**src/rtl/gptc_pkg.sv**
```systemverilog
// Package: shared widths, reset values, codes and command/status types of the turn controller
`default_nettype none
package gptc_pkg;

    localparam int GAIN_W  = 16;
    localparam int LIM_W   = 15;
    localparam int STEP_W  = 16;
    localparam int BAND_W  = 17;
    localparam int ERR_W   = 18;
    localparam int RATE_W  = 16;
    localparam int SPEED_W = 16;
    localparam int SUM_W   = 32;
    localparam int CFG_W   = 17;
    localparam int IDX_W   = 3;
    localparam int MULA_W  = 17;
    localparam int MULB_W  = 33;
    localparam int PROD_W  = MULA_W + MULB_W;
    localparam int DIFF_W  = ERR_W + 1;
    localparam int RND_W   = PROD_W - 13;

    localparam logic [GAIN_W-1:0] GAIN_PROP_RST  = 16'd256;
    localparam logic [GAIN_W-1:0] GAIN_INTEG_RST = 16'd0;
    localparam logic [GAIN_W-1:0] GAIN_DERIV_RST = 16'd0;
    localparam logic [LIM_W-1:0]  SPEED_LIM_RST  = 15'd1608;
    localparam logic [STEP_W-1:0] STEP_SEC_RST   = 16'd2097;
    localparam logic [BAND_W-1:0] DONE_BAND_RST  = 17'd82;

    localparam logic [IDX_W-1:0] REG_GAIN_PROP   = 3'd0;
    localparam logic [IDX_W-1:0] REG_GAIN_INTEG  = 3'd1;
    localparam logic [IDX_W-1:0] REG_GAIN_DERIV  = 3'd2;
    localparam logic [IDX_W-1:0] REG_SPEED_LIMIT = 3'd3;
    localparam logic [IDX_W-1:0] REG_STEP_SEC    = 3'd4;
    localparam logic [IDX_W-1:0] REG_DONE_BAND   = 3'd5;

    localparam logic KIND_START = 1'b0;
    localparam logic KIND_TICK  = 1'b1;

    typedef enum logic [3:0] {
        ST_IDLE,
        ST_RATE,
        ST_ERROR,
        ST_PROP,
        ST_INTEG,
        ST_DERIV,
        ST_ACCUM,
        ST_SAT,
        ST_EMIT
    } state_t;

    typedef enum logic [1:0] {
        MUL_RATE,
        MUL_PROP,
        MUL_INTEG,
        MUL_DERIV
    } mul_sel_t;

    typedef enum logic [1:0] {
        ACC_HOLD,
        ACC_LOAD,
        ACC_ADD
    } acc_op_t;

    typedef struct packed {
        logic     load_in;
        mul_sel_t mul_sel;
        acc_op_t  acc_op;
        logic     err_en;
        logic     aux_en;
        logic     sat_en;
        logic     emit;
    } dp_cmd_t;

    typedef struct packed {
        logic in_kind;
        logic turning;
    } dp_stat_t;

endpackage
`default_nettype wire

```
**src/rtl/gptc_ctrl.sv**
```systemverilog
// Controller: sequencing state machine and handshake control of the turn controller
`default_nettype none
module gptc_ctrl (
    input  wire logic              clk,
    input  wire logic              rst_n,
    input  wire logic              in_valid,
    output logic                   in_stall,
    output logic                   out_valid,
    input  wire logic              out_stall,
    input  wire gptc_pkg::dp_stat_t stat,
    output gptc_pkg::dp_cmd_t      cmd
);

    gptc_pkg::state_t state_reg;
    gptc_pkg::state_t state_next;
    logic             out_valid_reg;
    logic             out_valid_next;

    always_ff @(posedge clk or negedge rst_n)
    begin
        if (!rst_n)
        begin
            state_reg     <= gptc_pkg::ST_IDLE;
            out_valid_reg <= 1'b0;
        end
        else
        begin
            state_reg     <= state_next;
            out_valid_reg <= out_valid_next;
        end
    end

    always_comb
    begin
        state_next      = state_reg;
        cmd.load_in     = 1'b0;
        cmd.mul_sel     = gptc_pkg::MUL_RATE;
        cmd.acc_op      = gptc_pkg::ACC_HOLD;
        cmd.err_en      = 1'b0;
        cmd.aux_en      = 1'b0;
        cmd.sat_en      = 1'b0;
        cmd.emit        = 1'b0;
        case (state_reg)
            gptc_pkg::ST_IDLE:
            begin
                if (in_valid)
                begin
                    cmd.load_in = 1'b1;
                    if (stat.in_kind == gptc_pkg::KIND_START || !stat.turning)
                    begin
                        state_next = gptc_pkg::ST_EMIT;
                    end
                    else
                    begin
                        state_next = gptc_pkg::ST_RATE;
                    end
                end
            end
            gptc_pkg::ST_RATE:
            begin
                cmd.mul_sel = gptc_pkg::MUL_RATE;
                state_next  = gptc_pkg::ST_ERROR;
            end
            gptc_pkg::ST_ERROR:
            begin
                cmd.err_en = 1'b1;
                state_next = gptc_pkg::ST_PROP;
            end
            gptc_pkg::ST_PROP:
            begin
                cmd.mul_sel = gptc_pkg::MUL_PROP;
                cmd.aux_en  = 1'b1;
                state_next  = gptc_pkg::ST_INTEG;
            end
            gptc_pkg::ST_INTEG:
            begin
                cmd.mul_sel = gptc_pkg::MUL_INTEG;
                cmd.acc_op  = gptc_pkg::ACC_LOAD;
                state_next  = gptc_pkg::ST_DERIV;
            end
            gptc_pkg::ST_DERIV:
            begin
                cmd.mul_sel = gptc_pkg::MUL_DERIV;
                cmd.acc_op  = gptc_pkg::ACC_ADD;
                state_next  = gptc_pkg::ST_ACCUM;
            end
            gptc_pkg::ST_ACCUM:
            begin
                cmd.acc_op = gptc_pkg::ACC_ADD;
                state_next = gptc_pkg::ST_SAT;
            end
            gptc_pkg::ST_SAT:
            begin
                cmd.sat_en = 1'b1;
                state_next = gptc_pkg::ST_EMIT;
            end
            gptc_pkg::ST_EMIT:
            begin
                if (!out_valid_reg || !out_stall)
                begin
                    cmd.emit   = 1'b1;
                    state_next = gptc_pkg::ST_IDLE;
                end
            end
            default:
            begin
                state_next = gptc_pkg::ST_IDLE;
            end
        endcase
    end

    always_comb
    begin
        out_valid_next = out_valid_reg;
        if (cmd.emit)
        begin
            out_valid_next = 1'b1;
        end
        else if (out_valid_reg && !out_stall)
        begin
            out_valid_next = 1'b0;
        end
    end

    assign in_stall  = (state_reg != gptc_pkg::ST_IDLE);
    assign out_valid = out_valid_reg;

endmodule
`default_nettype wire

```
**src/rtl/gptc_datapath.sv**
```systemverilog
// Datapath: configuration registers, turn state, shared multiplier, accumulator and result registers
`default_nettype none
module gptc_datapath (
    input  wire logic                                clk,
    input  wire logic                                rst_n,
    input  wire logic                                cfg_write,
    input  wire logic [gptc_pkg::IDX_W-1:0]          cfg_index,
    input  wire logic [gptc_pkg::CFG_W-1:0]          cfg_data,
    input  wire logic                                kind,
    input  wire logic signed [gptc_pkg::ERR_W-1:0]   target_angle,
    input  wire logic signed [gptc_pkg::RATE_W-1:0]  gyro_rate,
    input  wire gptc_pkg::dp_cmd_t                   cmd,
    output gptc_pkg::dp_stat_t                       stat,
    output logic signed [gptc_pkg::SPEED_W-1:0]      left_speed,
    output logic signed [gptc_pkg::SPEED_W-1:0]      right_speed,
    output logic                                     busy_res,
    output logic                                     finished
);

    localparam int ERR_W  = gptc_pkg::ERR_W;
    localparam int SUM_W  = gptc_pkg::SUM_W;
    localparam int DIFF_W = gptc_pkg::DIFF_W;
    localparam int PROD_W = gptc_pkg::PROD_W;
    localparam int RND_W  = gptc_pkg::RND_W;
    localparam int SPD_W  = gptc_pkg::SPEED_W;

    logic [gptc_pkg::GAIN_W-1:0] gain_prop_reg;
    logic [gptc_pkg::GAIN_W-1:0] gain_integ_reg;
    logic [gptc_pkg::GAIN_W-1:0] gain_deriv_reg;
    logic [gptc_pkg::LIM_W-1:0]  speed_limit_reg;
    logic [gptc_pkg::STEP_W-1:0] step_sec_reg;
    logic [gptc_pkg::BAND_W-1:0] done_band_reg;

    logic signed [ERR_W-1:0] rem_err_reg;
    logic signed [ERR_W-1:0] last_err_reg;
    logic signed [SUM_W-1:0] err_sum_reg;
    logic                    turning_reg;

    logic                               kind_reg;
    logic signed [ERR_W-1:0]            target_reg;
    logic signed [gptc_pkg::RATE_W-1:0] rate_reg;

    logic signed [PROD_W-1:0] prod_reg;
    logic signed [PROD_W-1:0] prod_next;
    logic signed [PROD_W-1:0] acc_reg;
    logic signed [ERR_W-1:0]  err_reg;
    logic signed [ERR_W-1:0]  err_next;
    logic signed [SUM_W-1:0]  sum_new_reg;
    logic signed [SUM_W-1:0]  sum_new_next;
    logic signed [DIFF_W-1:0] delta_reg;
    logic signed [SPD_W-1:0]  u_reg;
    logic signed [SPD_W-1:0]  u_next;

    logic signed [SPD_W-1:0] left_reg;
    logic signed [SPD_W-1:0] right_reg;
    logic                    busy_reg;
    logic                    fin_reg;

    logic signed [gptc_pkg::MULA_W-1:0] mul_a;
    logic signed [gptc_pkg::MULB_W-1:0] mul_b;
    logic signed [PROD_W-1:0]           turned_full;
    logic signed [ERR_W-1:0]            turned;
    logic signed [DIFF_W-1:0]           err_diff;
    logic signed [SUM_W:0]              sum_wide;
    logic signed [PROD_W-1:0]           acc_rnd;
    logic signed [RND_W-1:0]            u_wide;
    logic signed [RND_W-1:0]            lim_pos;
    logic signed [RND_W-1:0]            lim_neg;
    logic [ERR_W-1:0]                   err_mag;
    logic                               in_band;

    // configuration
    always_ff @(posedge clk or negedge rst_n)
    begin
        if (!rst_n)
        begin
            gain_prop_reg   <= gptc_pkg::GAIN_PROP_RST;
            gain_integ_reg  <= gptc_pkg::GAIN_INTEG_RST;
            gain_deriv_reg  <= gptc_pkg::GAIN_DERIV_RST;
            speed_limit_reg <= gptc_pkg::SPEED_LIM_RST;
            step_sec_reg    <= gptc_pkg::STEP_SEC_RST;
            done_band_reg   <= gptc_pkg::DONE_BAND_RST;
        end
        else if (cfg_write)
        begin
            case (cfg_index)
                gptc_pkg::REG_GAIN_PROP:   gain_prop_reg   <= cfg_data[gptc_pkg::GAIN_W-1:0];
                gptc_pkg::REG_GAIN_INTEG:  gain_integ_reg  <= cfg_data[gptc_pkg::GAIN_W-1:0];
                gptc_pkg::REG_GAIN_DERIV:  gain_deriv_reg  <= cfg_data[gptc_pkg::GAIN_W-1:0];
                gptc_pkg::REG_SPEED_LIMIT: speed_limit_reg <= cfg_data[gptc_pkg::LIM_W-1:0];
                gptc_pkg::REG_STEP_SEC:    step_sec_reg    <= cfg_data[gptc_pkg::STEP_W-1:0];
                gptc_pkg::REG_DONE_BAND:   done_band_reg   <= cfg_data[gptc_pkg::BAND_W-1:0];
                default:
                begin
                end
            endcase
        end
    end

    // shared multiplier operands
    always_comb
    begin
        case (cmd.mul_sel)
            gptc_pkg::MUL_RATE:
            begin
                mul_a = {1'b0, step_sec_reg};
                mul_b = {{17{rate_reg[15]}}, rate_reg};
            end
            gptc_pkg::MUL_PROP:
            begin
                mul_a = {1'b0, gain_prop_reg};
                mul_b = {{15{err_reg[ERR_W-1]}}, err_reg};
            end
            gptc_pkg::MUL_INTEG:
            begin
                mul_a = {1'b0, gain_integ_reg};
                mul_b = {sum_new_reg[SUM_W-1], sum_new_reg};
            end
            gptc_pkg::MUL_DERIV:
            begin
                mul_a = {1'b0, gain_deriv_reg};
                mul_b = {{14{delta_reg[DIFF_W-1]}}, delta_reg};
            end
            default:
            begin
                mul_a = '0;
                mul_b = '0;
            end
        endcase
    end

    assign prod_next = mul_a * mul_b;

    // turned angle, rounded to Q4.13, and saturated error
    assign turned_full = prod_reg + PROD_W'(16384);
    assign turned      = turned_full[32:15];
    assign err_diff    = {rem_err_reg[ERR_W-1], rem_err_reg} - {turned[ERR_W-1], turned};

    always_comb
    begin
        if (err_diff[DIFF_W-1] != err_diff[DIFF_W-2])
        begin
            err_next = err_diff[DIFF_W-1] ? {1'b1, {(ERR_W-1){1'b0}}}
                                          : {1'b0, {(ERR_W-1){1'b1}}};
        end
        else
        begin
            err_next = err_diff[ERR_W-1:0];
        end
    end

    // integral with saturation
    assign sum_wide = {err_sum_reg[SUM_W-1], err_sum_reg}
                    + {{(SUM_W+1-ERR_W){err_reg[ERR_W-1]}}, err_reg};

    always_comb
    begin
        if (sum_wide[SUM_W] != sum_wide[SUM_W-1])
        begin
            sum_new_next = sum_wide[SUM_W] ? {1'b1, {(SUM_W-1){1'b0}}}
                                           : {1'b0, {(SUM_W-1){1'b1}}};
        end
        else
        begin
            sum_new_next = sum_wide[SUM_W-1:0];
        end
    end

    // round PID sum to Q8.8 and clamp to the speed limit
    assign acc_rnd = acc_reg + PROD_W'(4096);
    assign u_wide  = acc_rnd[PROD_W-1:13];
    assign lim_pos = RND_W'({1'b0, speed_limit_reg});
    assign lim_neg = -lim_pos;

    always_comb
    begin
        if (u_wide > lim_pos)
        begin
            u_next = lim_pos[SPD_W-1:0];
        end
        else if (u_wide < lim_neg)
        begin
            u_next = lim_neg[SPD_W-1:0];
        end
        else
        begin
            u_next = u_wide[SPD_W-1:0];
        end
    end

    assign err_mag = err_reg[ERR_W-1] ? ERR_W'(-err_reg) : ERR_W'(err_reg);
    assign in_band = (err_mag <= {1'b0, done_band_reg});

    // working registers
    always_ff @(posedge clk)
    begin
        prod_reg <= prod_next;
        if (cmd.load_in)
        begin
            kind_reg   <= kind;
            target_reg <= target_angle;
            rate_reg   <= gyro_rate;
        end
        if (cmd.err_en)
        begin
            err_reg <= err_next;
        end
        if (cmd.aux_en)
        begin
            sum_new_reg <= sum_new_next;
            delta_reg   <= {err_reg[ERR_W-1], err_reg} - {last_err_reg[ERR_W-1], last_err_reg};
        end
        case (cmd.acc_op)
            gptc_pkg::ACC_LOAD: acc_reg <= prod_reg;
            gptc_pkg::ACC_ADD:  acc_reg <= acc_reg + prod_reg;
            default:
            begin
            end
        endcase
        if (cmd.sat_en)
        begin
            u_reg <= u_next;
        end
    end

    // turn state
    always_ff @(posedge clk or negedge rst_n)
    begin
        if (!rst_n)
        begin
            rem_err_reg  <= '0;
            last_err_reg <= '0;
            err_sum_reg  <= '0;
            turning_reg  <= 1'b0;
        end
        else if (cmd.emit)
        begin
            if (kind_reg == gptc_pkg::KIND_START)
            begin
                rem_err_reg  <= target_reg;
                last_err_reg <= target_reg;
                err_sum_reg  <= '0;
                turning_reg  <= 1'b1;
            end
            else if (turning_reg)
            begin
                rem_err_reg  <= err_reg;
                last_err_reg <= err_reg;
                if (in_band)
                begin
                    err_sum_reg <= '0;
                    turning_reg <= 1'b0;
                end
                else
                begin
                    err_sum_reg <= sum_new_reg;
                end
            end
        end
    end

    // result registers
    always_ff @(posedge clk)
    begin
        if (cmd.emit)
        begin
            if (kind_reg == gptc_pkg::KIND_START)
            begin
                left_reg  <= {1'b0, speed_limit_reg};
                right_reg <= {1'b0, speed_limit_reg};
                busy_reg  <= 1'b1;
                fin_reg   <= 1'b0;
            end
            else if (turning_reg && !in_band)
            begin
                left_reg  <= -u_reg;
                right_reg <= u_reg;
                busy_reg  <= 1'b1;
                fin_reg   <= 1'b0;
            end
            else
            begin
                left_reg  <= '0;
                right_reg <= '0;
                busy_reg  <= 1'b0;
                fin_reg   <= turning_reg;
            end
        end
    end

    assign stat.in_kind = kind;
    assign stat.turning = turning_reg;

    assign left_speed  = left_reg;
    assign right_speed = right_reg;
    assign busy_res    = busy_reg;
    assign finished    = fin_reg;

endmodule
`default_nettype wire

```
**src/rtl/gyro_pid_turn_controller_core.sv**
```systemverilog
// Top level: gyro PID turn controller, controller and datapath joined
//
// channel | direction | handshake          | payload
// --------+-----------+--------------------+-------------------------------------------
// in      | input     | in_valid/in_stall   | kind, target_angle, gyro_rate
// out     | output    | out_valid/out_stall | left_speed, right_speed, busy_res, finished
// cfg     | input     | cfg_write           | cfg_index, cfg_data
//
// A control tick during a turn steps through rate, error, prop, integ, deriv, accum,
// sat and emit: the multiplier is shared by the turned-angle product and the three
// PID terms. A start item, or a tick while idle, goes to emit. One item at a time.
// Reset restores register defaults and an idle controller; no clearing pass.
// A result held by out_stall blocks the next result, not the next transfer.
`default_nettype none
module gyro_pid_turn_controller_core (
    input  wire logic                               clk,
    input  wire logic                               rst_n,
    input  wire logic                               cfg_write,
    input  wire logic [gptc_pkg::IDX_W-1:0]         cfg_index,
    input  wire logic [gptc_pkg::CFG_W-1:0]         cfg_data,
    input  wire logic                               in_valid,
    output logic                                    in_stall,
    input  wire logic                               kind,
    input  wire logic signed [gptc_pkg::ERR_W-1:0]  target_angle,
    input  wire logic signed [gptc_pkg::RATE_W-1:0] gyro_rate,
    output logic                                    out_valid,
    input  wire logic                               out_stall,
    output logic signed [gptc_pkg::SPEED_W-1:0]     left_speed,
    output logic signed [gptc_pkg::SPEED_W-1:0]     right_speed,
    output logic                                    busy_res,
    output logic                                    finished
);

    gptc_pkg::dp_cmd_t  cmd;
    gptc_pkg::dp_stat_t stat;

    gptc_ctrl u_ctrl (
        .clk       (clk),
        .rst_n     (rst_n),
        .in_valid  (in_valid),
        .in_stall  (in_stall),
        .out_valid (out_valid),
        .out_stall (out_stall),
        .stat      (stat),
        .cmd       (cmd)
    );

    gptc_datapath u_datapath (
        .clk          (clk),
        .rst_n        (rst_n),
        .cfg_write    (cfg_write),
        .cfg_index    (cfg_index),
        .cfg_data     (cfg_data),
        .kind         (kind),
        .target_angle (target_angle),
        .gyro_rate    (gyro_rate),
        .cmd          (cmd),
        .stat         (stat),
        .left_speed   (left_speed),
        .right_speed  (right_speed),
        .busy_res     (busy_res),
        .finished     (finished)
    );

endmodule
`default_nettype wire
```
**config.mk**
```make
export PLATFORM = sky130hd
export DESIGN_NAME = gyro_pid_turn_controller_core
export DESIGN_NICKNAME = d
export VERILOG_FILES = /design/src/rtl/gptc_pkg.sv /design/src/rtl/gptc_ctrl.sv /design/src/rtl/gptc_datapath.sv /design/src/rtl/gyro_pid_turn_controller_core.sv
export SDC_FILE = /design/constraint.sdc
export NUM_CORES = 2
export LEC_CHECK = 0
export BUFFER_PORTS_ARGS = -buffer_cell sky130_fd_sc_hd__buf_4
export CORE_MARGIN = 2
export CORE_UTILIZATION = 55
export CTS_CLUSTER_DIAMETER = 60
export DETAILED_ROUTE_END_ITERATION = 12
export PLACE_DENSITY = 0.69
export SYNTH_ARGS = -nofsm -noshare
export SYNTH_HDL_FRONTEND = slang
export SYNTH_SLANG_ARGS = --single-unit
```
**constraint.sdc**
```tcl
create_clock -name clk -period 10.1 [get_ports clk]
set_clock_uncertainty 0.1 [all_clocks]
set_input_delay 0 -clock clk [delete_from_list [all_inputs] [get_ports clk]]
set_output_delay 0 -clock clk [all_outputs]
set_load 0.01 [all_outputs]
```
# After elaboration in Yosys (flattened, before gate mapping)
# Cells that the tools add are included.
# word_totals
regBits	406
input_bits	60
wordCells	128
# classes
add_sub_neg	9
n_mul	1
order_cmp	3
n_eq_ne	23
mux	38
bitwise	2
n_reduce_logical	25
# ops
operator	count
32-bit two-way mux	5
33-bit case mux with 4 select lines	1
50-bit case mux with 2 select lines	1
18-bit two-way mux	5
15-bit two-way mux	5
17-bit case mux with 4 select lines	1
50-bit by 14-bit adder with 50-bit output, second input constant	1
50-bit adder	1
17-bit by 33-bit multiplier with 50-bit output	1
18-bit by 18-bit subtractor with 19-bit output	2
37-bit by 16-bit greater-than comparator with 1-bit output	1
37-bit < comparator	1
15-bit negation with 37-bit output	1
4-bit case mux with 9 select lines	1
32-bit by 18-bit adder with 33-bit output	1
33-bit by 16-bit adder with 33-bit output, second input constant	1
18-bit by 17-bit less-or-equal comparator with 1-bit output	1
18-bit negation	1
2-bit AND reduction	9
4-bit by 3-bit == test with 1-bit output, second input constant	4
16-bit two-way mux	1
16-bit negation	1
1-bit two-way mux	13
4-bit two-way mux	3
23 further kinds	39

# Logic depth before layout (Yosys ltp)
# depth
word_depth	7
depth_mapped	33
mapped_depth_nobuf	31

# Cells and area by module
# A second synthesis with hierarchy kept.
# hier_totals
hier_cells	4429
area_unflattened_um2	42991.2
# by_module_without_submodules
mod	n_inst	cells_each	area_each_um2	seq_area_each_um2
gptc_datapath	1	4392	42598.4	10790.3
gptc_ctrl	1	37	392.9	125.1

# Least setup slack after synthesis
# OpenSTA, ideal clock, no wires.
# synth_timing
path_kind	register to register
from	reg u_ctrl.state_reg[3]
to	reg u_datapath.prod_reg[42]
arrival_time_ps	8939
required_time_ps	9867
slack_ps	928
stages_incl_launch_ff	27
cell_sequence	dfrtp_1 > clkbuf_1 > nor3_1 > clkbuf_1 > clkbuf_1 > clkbuf_1 > a221oi_1 > nor2_1 > ha_1 > fa_1 > fa_1 > fa_1 > fa_1 > inv_1 > fa_1 > inv_1 > ha_1 > a21o_1 > a21o_1 > a21oi_1 > o21ai_0 > nor3_1 > or2_2 > a31oi_1 > a31o_2 > a2111oi_0 > nor3b_1
# synth_between
elab_chain_cells	5
elab_cells_between_ends	11
# synth_rtl
item	line	text
start: declaration	gptc_ctrl.sv:14	gptc_pkg::state_t state_reg;
start signal: assignment	gptc_ctrl.sv:23	state_reg <= gptc_pkg::ST_IDLE;
start signal: assignment	gptc_ctrl.sv:28	state_reg <= state_next;
4-bit by 3-bit == test with 1-bit output / 4-bit by 2-bit == test with 1-bit output (equally long branches)	gptc_ctrl.sv:43	case (state_reg)
2-bit case mux with 3 select lines (*)	gptc_ctrl.sv:43	
2-bit == test (tied with other cells)	gptc_datapath.sv:103	case (cmd.mul_sel)
17-bit case mux with 4 select lines / 33-bit case mux with 4 select lines (equally long branches)	gptc_datapath.sv:103	
17-bit by 33-bit multiplier with 50-bit output (*)	gptc_datapath.sv:132	assign prod_next = mul_a * mul_b;
via u_datapath.prod_next[42]	gptc_datapath.sv:44	logic signed [PROD_W-1:0] prod_next;
end signal: assignment	gptc_datapath.sv:197	prod_reg <= prod_next;
end: declaration	gptc_datapath.sv:43	logic signed [PROD_W-1:0] prod_reg;
# Mark *: on every way through the listed nets, which the timed path passes. The rest lies on a longest branch. The select of a mux whose other input is x is not followed.
# A chain may end at the register's enable or synchronous reset.

# Worst setup path after layout
# Ends and elaborated chain as after synthesis.

==> summary.md <==
The run finished with clean final reports. The logs give 1 for the number of antenna violations at the first check in global routing and 121000 um for the aggregate routed wire length. In this run the worst path has a maximum fanout of 33. During I/O placement, the number of pins put on the boundary was 96. Counting the buffers created by CTS gives 49. The number of instances in the synthesized netlist was 4568; the final cell utilization of the core was 61.5%.

Beginning of the worst register-to-register path: u_ctrl.state_reg[3]. The average instance area after synthesis is 9.46 um^2, and the floorplan core area is 0.0776 mm^2. The number of setup buffers added after CTS came out at 0.

The worst hold path startpoint is gyro_rate[2]. Counting instances, the worst hold path has a depth of 2. Once placement finished, the instance area stood at 0.0452 mm^2. The finished cells cover 0.0477 mm^2. The worst-case headroom to the max-slew limit was 11.7%. The synthesized netlist occupies a cell area of 0.0432 mm^2. Static timing analysis puts the maximum clock frequency at 107 MHz. The number of buffers inserted by port buffering came out at 95. The period utilization is 92.7%.

Setup repair after global routing left no endpoint under its margin. The first global-routing pass estimated 192000 um of wire. For the worst flop-to-flop path, the logic depth is 25. The tools report the H-tree depth as 2. The floorplan has 102 rows. The worst setup path is captured at a flip-flop. For the post-synthesis cell type count, the log shows 85.

Setup violations remaining at the end of the flow were counted as 0. Buffer levels on the longest clock path: 3. The number of flops mapped to enable cells by yosys is 203. The run gives 0 as the post-detailed-route DRC marker count. After the first detailed-routing iteration, the DRC count stood at 2796. Transition time at the pin with the least slew margin: 1.32 ns. Clock-pin slew reported for the worst setup and hold paths after clock tree synthesis: 0.06 ns. The top cell family by delay on the critical path was adder cells. Data on the critical path is required at its endpoint by 10.52 ns.

The primary flip-flop cell chosen by synthesis mapping was sky130_fd_sc_hd__edfxtp_1. Counting flops with an async set or reset pin after synthesis yields a share of 37.5%. The run gives 34200 as the number of global-route vias before repair. Count of antenna-violating nets left after detailed routing: 0. The startpoint kind of the worst setup timing path is a flip-flop. Global routing consumed, on the met1 layer, 41.3% of the routing resources. For this run, global-route usage on met3 was measured as 4.87%.

The number of nets in the synthesized netlist is 5435. In the global route stage, overall resource usage came out at 30.4%. The sum of net half-perimeters after detailed placement came out at 94800 um. Counting both buffers and inverters, the worst setup path holds a total of 3.

The proportion of layout cells with a drive suffix above 1 works out to 9.78%. In the final routed layout, each cell accounts on average for 21.1 um. The placer congestion estimate came out at 0.944. The tree is rooted in a sky130_fd_sc_hd__clkbuf_16. Once the floorplan was initialized, standard cells occupied 55.7% of the core.

The highest-delay cell along the critical path was sky130_fd_sc_hd__nor2_4. The run gives 6 as the number of optimization iterations in the first detailed-route pass. The per-cell via count in the routed design is 5.89, and the final-layout worst hold slack is 0.0159 ns. The overflow left after global routing is 0. The worst register-to-register path has a setup slack of 0.74 ns. The net count reported at finish was 5541. The worst hold path belongs to the class in -> reg. The sink of the worst hold path was u_datapath.rate_reg[2]. Across all layers, the routed design uses 33900 vias.

The data arrival time of the critical path was 9.78 ns. The total number of yosys warnings is 0. The run gives 0.0808 mm^2 as the full die area.

Synthesis inferred 405 register bits. The global-route met2 utilization is 48.6%. The logs give 0 for the final number of max-transition violations and 25.3% for the share of the yosys chip area belonging to registers. For this design, the sink count on the clock tree is 405. Entering global routing, the biggest net connects 108 pins. In this design, the critical path's most frequently occurring cell is sky130_fd_sc_hd__fa_1. For the count of antenna diodes in the layout, the log shows 0. In this design, the stage delay of the slowest critical-path cell is 0.82 ns.

After layout, the minimum clock period comes to 9.36 ns. The global-route layer with the greatest usage is met2. The number of hold violations in the final report is 0.

Across the run, the number of max-cap violations was 0. Summed over all failing endpoints, the final setup total negative slack is 0 ns. Endpoint of the most critical register-to-register path: u_datapath.prod_reg[42]. The floorplan step set the die height to 284 um.

The floorplan step set the die width to 284 um. From synthesis to final layout, the design area changed by 10.4%. The run gives 0.63 ns as the clock latency on the worst-skew pair. TritonCTS built the clock tree. The worst setup path is of the reg -> reg kind.
what timing repair did:
item / CTS / global route
hold buffers: 80 / 0
resized for setup: 0 / 0
endpoints found under the hold margin: 247 / 0
worst max path at each step:
stage | startpoint | endpoint | slack, ns | depth (start not counted)
floorplan | u_ctrl.state_reg[3] | u_datapath.prod_reg[42] | 0.93 | 26
finish | u_ctrl.state_reg[3] | u_datapath.prod_reg[42] | 0.74 | 25
CTS | u_ctrl.state_reg[3] | u_datapath.prod_reg[42] | 0.92 | 25
global route | u_ctrl.state_reg[3] | u_datapath.prod_reg[42] | 0.05 | 25
detailed placement | u_ctrl.state_reg[3] | u_datapath.prod_reg[42] | 0.99 | 25
global placement | u_ctrl.state_reg[1] | u_datapath.prod_reg[47] | 1.18 | 30
synth_stat cells, drive strengths merged, types with 19 or more instances:
cell,n,share of area (%)
buf,26,0.28
o21ai,151,1.7
nand4,39,0.58
nor3,71,0.85
edfxtp,203,14
a32o,42,0.97
fa,497,23
clkbuf,169,1.5
nand2,509,4.4
o31ai,19,0.36
xor2,72,1.5
nand2b,29,0.42
ha,310,9.0
inv,716,6.2
mux2i,57,1.3
a221oi,30,0.61
mux2,128,3.3
nor4,19,0.29
dfxtp,50,2.3
a31oi,25,0.36
o21a,23,0.40
a31o,24,0.49
nor2,353,3.1
xnor2,165,3.3
a21oi,194,2.2
a21o,102,1.8
and3,33,0.48
or3,27,0.39
nand3,61,0.72
dfrtp,140,8.1
nor2b,30,0.43
a221o,28,0.65
cell usage in the layout (no fill, tap or decap), types with 66 or more instances in the layout:
cell type	Yosys	routed
sky130_fd_sc_hd__inv_1	716	715
sky130_fd_sc_hd__nand2_1	509	509
sky130_fd_sc_hd__fa_1	497	497
sky130_fd_sc_hd__nor2_1	352	347
sky130_fd_sc_hd__ha_1	310	309
sky130_fd_sc_hd__edfxtp_1	203	203
sky130_fd_sc_hd__a21oi_1	194	194
sky130_fd_sc_hd__buf_4	3	168
sky130_fd_sc_hd__xnor2_1	165	164
sky130_fd_sc_hd__dfrtp_1	140	139
sky130_fd_sc_hd__o21ai_0	138	138
sky130_fd_sc_hd__mux2_2	128	128
sky130_fd_sc_hd__a21o_1	102	101
sky130_fd_sc_hd__dlygate4sd3_1	0	79
sky130_fd_sc_hd__xor2_1	72	72
sky130_fd_sc_hd__nor3_1	70	66
per-stage QoR:
stage | cells | worst slack, ns
final | 5755 | 0.742
after global routing | 5755 | 0.0482
after CTS | 5755 | 0.919
after detailed placement | 5583 | 0.986
after global placement | 5583 | 1.18
after floorplan | 4568 | 0.928
cells by family after synthesis:
logic type | share of synthesized area, %
AOI/OAI and AO/OA | 12.0
adders and majority gates | 32.2
buffers and inverters | 7.97
DFF | 25.3
and+or+nand+nor | 13.1
xor gates and xnor gates | 4.80
muxes | 4.66
layer usage:
layer  wire length, um  part of all wire, %
met3              9720                  8.0
met5                10               0.0082
met4              5470                  4.5
met2             55600                   46
met1             50600                   42
area by class of cell:
cell class,count,area [um^2]
well taps,1040,1300
multi-input cells,3252,29000
clock buffers,72,1420
fillers,6599,29900
repair buffers,250,2110
inverters,716,2690
flip-flops and latches,405,10900
clock inverters,20,236
Power is left out: the tool's default activity adds up to more than one toggle a clock period on the data nets, which glitch-free logic cannot reach.
